## config.mk

```make
export PLATFORM = sky130hd
export DESIGN_NAME = stl_ctrl
export DESIGN_NICKNAME = d
export VERILOG_FILES = /design/src/hdl/stl_pkg.sv /design/src/hdl/stl_ctrl.sv
export SDC_FILE = /design/constraint.sdc
export NUM_CORES = 1
export LEC_CHECK = 0
export BUFFER_PORTS_ARGS = -buffer_cell sky130_fd_sc_hd__buf_2
export CORE_AREA = 10 10 47 49
export CTS_BUF_LIST = sky130_fd_sc_hd__clkbuf_4 sky130_fd_sc_hd__clkbuf_8 sky130_fd_sc_hd__clkbuf_16
export DETAILED_ROUTE_END_ITERATION = 10
export DIE_AREA = 0 0 57 59
export GPL_TIMING_DRIVEN = 0
export SETUP_SLACK_MARGIN = 0.5
export SLEW_MARGIN = 25
export SYNTH_ARGS = -nofsm -noshare
export SYNTH_HDL_FRONTEND = slang
export SYNTH_SLANG_ARGS = --single-unit
export TNS_END_PERCENT = 1
```

## constraint.sdc

```tcl
create_clock -name clk -period 1.41 [get_ports clk]
set_input_delay 0.282 -clock clk [delete_from_list [all_inputs] [get_ports clk]]
set_output_delay 0.282 -clock clk [all_outputs]
set_load 0.02 [all_outputs]
```

## src/hdl/stl_pkg.sv

```systemverilog
package stl_pkg;

    localparam int TABLE_DEPTH_DEF = 1024;

    localparam int TIME_W = 32;
    localparam int IDX_W  = 10;
    localparam int OP_W   = 2;
    localparam int ST_W   = 2;

    localparam logic [OP_W-1:0] OP_CLEAR  = 2'd0;
    localparam logic [OP_W-1:0] OP_APPEND = 2'd1;
    localparam logic [OP_W-1:0] OP_FIND   = 2'd2;
    localparam logic [OP_W-1:0] OP_READ   = 2'd3;

    localparam logic [ST_W-1:0] ST_OK    = 2'd0;
    localparam logic [ST_W-1:0] ST_RANGE = 2'd1;
    localparam logic [ST_W-1:0] ST_EMPTY = 2'd2;
    localparam logic [ST_W-1:0] ST_FULL  = 2'd3;

    // controller -> datapath
    typedef struct packed {
        logic accept;
        logic search_step;
        logic cur_step;
        logic prev_step;
        logic out_load;
    } cmd_t;

    // datapath -> controller
    typedef struct packed {
        logic [OP_W-1:0] op;
        logic            count_zero;
        logic            search_last;
        logic            p_at_end;
        logic            cur_final;
    } stat_t;

endpackage

```

## src/hdl/stl_ctrl.sv

```systemverilog
module stl_ctrl (
    input  logic           clk,
    input  logic           rst_n,
    input  logic           in_valid,
    output logic           in_stall,
    output logic           out_valid,
    input  logic           out_stall,
    output stl_pkg::cmd_t  cmd,
    input  stl_pkg::stat_t stat
);

    typedef enum logic [4:0] {
        S_IDLE   = 5'b00001,
        S_SEARCH = 5'b00010,
        S_CUR    = 5'b00100,
        S_PREV   = 5'b01000,
        S_DONE   = 5'b10000
    } state_t;

    state_t state_reg;
    state_t state_next;
    logic   out_valid_reg;
    logic   out_valid_next;

    assign in_stall  = (state_reg != S_IDLE);
    assign out_valid = out_valid_reg;

    always_comb
    begin
        state_next = state_reg;
        cmd        = '0;
        unique case (state_reg)
            S_IDLE:
            begin
                if (in_valid)
                begin
                    cmd.accept = 1'b1;
                    if ((stat.op == stl_pkg::OP_FIND) && !stat.count_zero)
                    begin
                        state_next = S_SEARCH;
                    end
                    else
                    begin
                        state_next = S_DONE;
                    end
                end
            end
            S_SEARCH:
            begin
                cmd.search_step = 1'b1;
                if (stat.search_last)
                begin
                    state_next = stat.p_at_end ? S_DONE : S_CUR;
                end
            end
            S_CUR:
            begin
                cmd.cur_step = 1'b1;
                state_next   = stat.cur_final ? S_DONE : S_PREV;
            end
            S_PREV:
            begin
                cmd.prev_step = 1'b1;
                state_next    = S_DONE;
            end
            S_DONE:
            begin
                // hold the result until the output register is free
                if (!out_valid_reg || !out_stall)
                begin
                    cmd.out_load = 1'b1;
                    state_next   = S_IDLE;
                end
            end
            default:
            begin
                state_next = S_IDLE;
            end
        endcase
    end

    assign out_valid_next = cmd.out_load || (out_valid_reg && out_stall);

    always_ff @(posedge clk or negedge rst_n)
    begin
        if (!rst_n)
        begin
            state_reg     <= S_IDLE;
            out_valid_reg <= 1'b0;
        end
        else
        begin
            state_reg     <= state_next;
            out_valid_reg <= out_valid_next;
        end
    end

endmodule
```

After elaboration in Yosys (flattened, before gate mapping)
Cells that the tools add are included.
{"block": "word_totals", "output_inout_bits": 7, "wordCells": 34, "regBits": 6}
{"block": "op_classes", "mux": 14, "eq_ne": 10, "n_reduce_logical": 8}
{"op": "$mux 5", "count": 6}
{"op": "$pmux 5 s5", "count": 1}
{"op": "$mux 1", "count": 7}
{"op": "$ne 2x2->1 const B", "count": 3}
{"op": "$eq 5x1->1 const B", "count": 1}
{"op": "$eq 5x2->1 const B", "count": 1}
{"op": "$eq 5x3->1 const B", "count": 1}
{"op": "$eq 5x4->1 const B", "count": 1}
{"op": "$eq 5x5->1 const B", "count": 1}
{"op": "$ne 5x1->1 const B", "count": 1}
{"op": "$logic_not 1->1", "count": 3}
{"op": "$reduce_and 3->1", "count": 1}
{"op": "$eq 2x2->1 const B", "count": 1}
{"op": "$logic_and 1x1->1", "count": 2}
{"op": "$logic_or 1x1->1", "count": 2}

Depth between registers and ports, before layout
{"block": "logic_depth", "ltp_word": 5, "ltp_mapped": 5, "ltp_nobuf": 5}

Worst setup path after synthesis
OpenSTA, ideal clock, no wires.
{"block": "synth_path", "path_type": "register to output", "startpoint": "register state_reg[3]", "endpoint": "output port cmd[0] in the netlist's numbering", "path_slack_ns": -0.055, "arrival_time_ns": 1.183, "required_ns": 1.128, "stages_incl_launch_ff": 4, "cell_sequence": "dfrtp_1 nor4_1 nand2_1 a21oi_1"}
{"item": "from (decl)", "line": "stl_ctrl.sv:20", "source": "state_t state_reg;"}
{"item": "from (signal assigned)", "line": "stl_ctrl.sv:93", "source": "state_reg <= state_next;"}
{"item": "to (decl)", "line": "stl_ctrl.sv:8", "source": "output stl_pkg::cmd_t cmd,"}

==> flow_summary.ini <==
[outcome]
run_status = complete, but fails checks
failed_checks = negative setup slack

[logic_synthesis]
syn_area_sq_um = 383
synth_top_cell_area_share_pct = 32.7
synth_cell_types = 24
ys_ff_latch = 6
synthTopCellsByArea = dfrtp_1 33%, dfstp_2 6.9%, nand2_1 4.9%
syn_area_per_cell_sq_um = 9.82
seq_area_frac_synth_pct = 39.5
synthDominantAreaCellType = dfrtp_1
yosys_warning_total = 0
syn-num-nets = 49
syn-instance-count = 39

[critical_path]
timing.critical_path.cells = or3_4 -> nor3b_4 -> buf_6
critical_path.endpoint_type = output port
critical_path.n_buffers_inverters = 1
timing.critical_path.fanout_max = 3
critical-path-max-stage-delay_ps = 410
critPathTopFamily = simple AND/OR/NAND/NOR gates
worst_path_class_setup = reg2out
cpMaxStageDelayCell = or3_4
critical_path_required_ps = 1130
critical_path_arrival_ps = 1400
crit_path_start_kind = flop

[route]
detailroute.via_count = 389
wire_per_inst_um = 12.8
drc = 0
routed_via_density = 4.74
antenna_left = 0
totalWireLength_um = 1050
detailedRoute.firstIterationViolations = 1
pre_antenna_drt_iters = 2

[floorplanning]
core_region_area_sq_um = 1400
floorplan.die.height_um = 59
start_util_pct = 27.3
dieArea_sq_um = 3360
rows = 14
number_of_ports_placed_on_the_die_boundary = 17
die_width_um = 57

[timing]
tightestPinTransition_ps = 316
rsz0062_at_grt = yes
fin_ws_ps = -274
setup_violations = 8
max_freq_mhz = 594
post-route-period-util_pct = 119
slew_violations = 0
timing_hold_violations_final = 0
timing.clock.skew_ps = 7.37
timing.max_slew.rel_slack_pct = 78.7
min_period_ps = 1680

[min_path]
hold_class = in2reg

[clock_network]
clock_path_buffers = 2
cts_inserted_buffers = 3
cts_root_buf = clkbuf_4
cts.htree.levels = 1
tritoncts = yes
cts.clk_slew.worst_paths_ps = 50
clock_insertion_delay_worst_skew_ps = 250
clkSinkCount = 6

[grt]
globalRoute.totalOverflow = 0
grt_pass1_vias = 408
initial_antenna_violation_count = 0
globalRouteMet3Util_pct = 2.58
gr-usage-met1_pct = 6.24
global_route.usage.total_pct = 6.33
layer_with_the_highest_usage_after_global_routing = met2
grt_start_max_net_pins = 7
grt_first_pass_wirelength_um = 1680
gr-usage-met2_pct = 10.4

[cells_and_area]
diodes = 0
syn2layout_area_growth_pct = 65.0
number_of_nets_in_the_finished_design = 77
final_layout_size_suffix_gt1_share_pct = 63.6
utilization_pct = 45.1
largest_reg_flops = 5

[pwr]
ir_drop_v = 0.000656
total_design_power_mw = 0.717
power.density_nw_per_um2 = 1130
p_leak_nw = 0.297

[placed_design]
place.port_buffers = 16
hpwlAfterDp_um = 738
gp_congestion = 0.699

[job]
drv.max_cap_violation_count = 0
==> final timing paths <==
path,startpoint,to,slack (ps),cells past startpoint
max,state_reg[1],cmd[2],-270,3
min,stat[1],state_reg[2],210,2
max reg2reg,state_reg[1],state_reg[0],-110,5
min reg2reg,out_valid,out_valid,630,2
max in group asynchronous,rst_n,state_reg[0],810,2
min in group asynchronous,rst_n,out_valid,380,2
==> worst reg2reg max path, stage by stage (launching register included) <==
cell and delay (ps):
dfrtp_1 400, buf_4 150, nor2b_1 130, or3_1 400, a31oi_4 180, nor3b_2 190
==> power by group <==
group          internal (mW)  switching (mW)  leakage [nW]  total (mW)
sequential             0.203          0.0323        0.0776       0.235
combinational          0.141           0.147         0.201       0.288
clock                  0.127          0.0670        0.0184       0.194
==> cells by family (layout without fill, tap and decap cells) <==
| logic type | Yosys count | in the layout | synth area share [%] |
|---|---|---|---|
| AOI/OAI and AO/OA | 7 | 7 | 17.0 |
| DFF | 6 | 6 | 39.5 |
| and+or+nand+nor | 23 | 23 | 40.5 |
| buffers and inverters | 3 | 30 | 2.94 |
==> cell usage after synthesis <==
cell type  count
dfrtp_1        5
nand2_1        5
nor2_1         4
inv_1          3
a21oi_1        2
nor2b_1        2
a221oi_2       1
a31oi_2        1
and3b_1        1
and3b_2        1
dfstp_2        1
nand2b_1       1
nand3b_1       1
nor3_1         1
nor3b_1        1
nor3b_2        1
nor3b_4        1
nor4_1         1
o21ai_0        1
o22ai_1        1
o32ai_2        1
or3_1          1
or3_4          1
or3b_2         1
==> stage by stage <==
stage / setup TNS [ps] / hold slack [ps] / instances / area, sq um / setup slack (ps)
finish: -1410 / 213 / 82 / 632 / -274
global route: -2060 / 197 / 82 / 632 / -359
CTS: -1380 / 208 / 82 / 608 / -283
detailed placement: -298 / 112 / 71 / 487 / -106
global placement: -267 / 108 / 71 / 487 / -101
floorplan: -54.6 / -13.6 / 39 / 387 / -47.2
==> layout by cell type, fill, tap and decap left out, types with 2 or more instances in the layout <==
master | synthesis | layout
inv_1 | 3 | 2
buf_4 | 0 | 7
buf_6 | 0 | 5
nor2_1 | 4 | 3
clkbuf_4 | 0 | 4
buf_2 | 0 | 10
nand2_1 | 5 | 5
dfrtp_1 | 5 | 4
==> layout make-up <==
class	instances	area, sq um
clock buffers	4	30.0
fillers	148	769
repair buffers	23	169
well taps	16	20.0
multi-input cells	30	249
inverters	3	11.3
flip-flops and latches	6	153
==> repair_timing <==
item | CTS | global route
pin swaps | 6 | 2
endpoints found under the hold margin | 5 | 0
gates cloned | 0 | 0
hold buffers | 1 | 0
resized for setup | 13 | 5
setup endpoints to repair | 13 | 13
buffers inserted | 6 | 0
==> routing by layer <==
| metal | wire, um | vias up | part of all wire, % |
|---|---|---|---|
| li1 | - | 194 | - |
| met1 | 414 | 181 | 40 |
| met2 | 558 | 10 | 53 |
| met3 | 46 | 4 | 4.4 |
| met4 | 28 | 0 | 2.7 |
| met5 | 0 | - | 0 |
(Power assumes the default switching activity.)
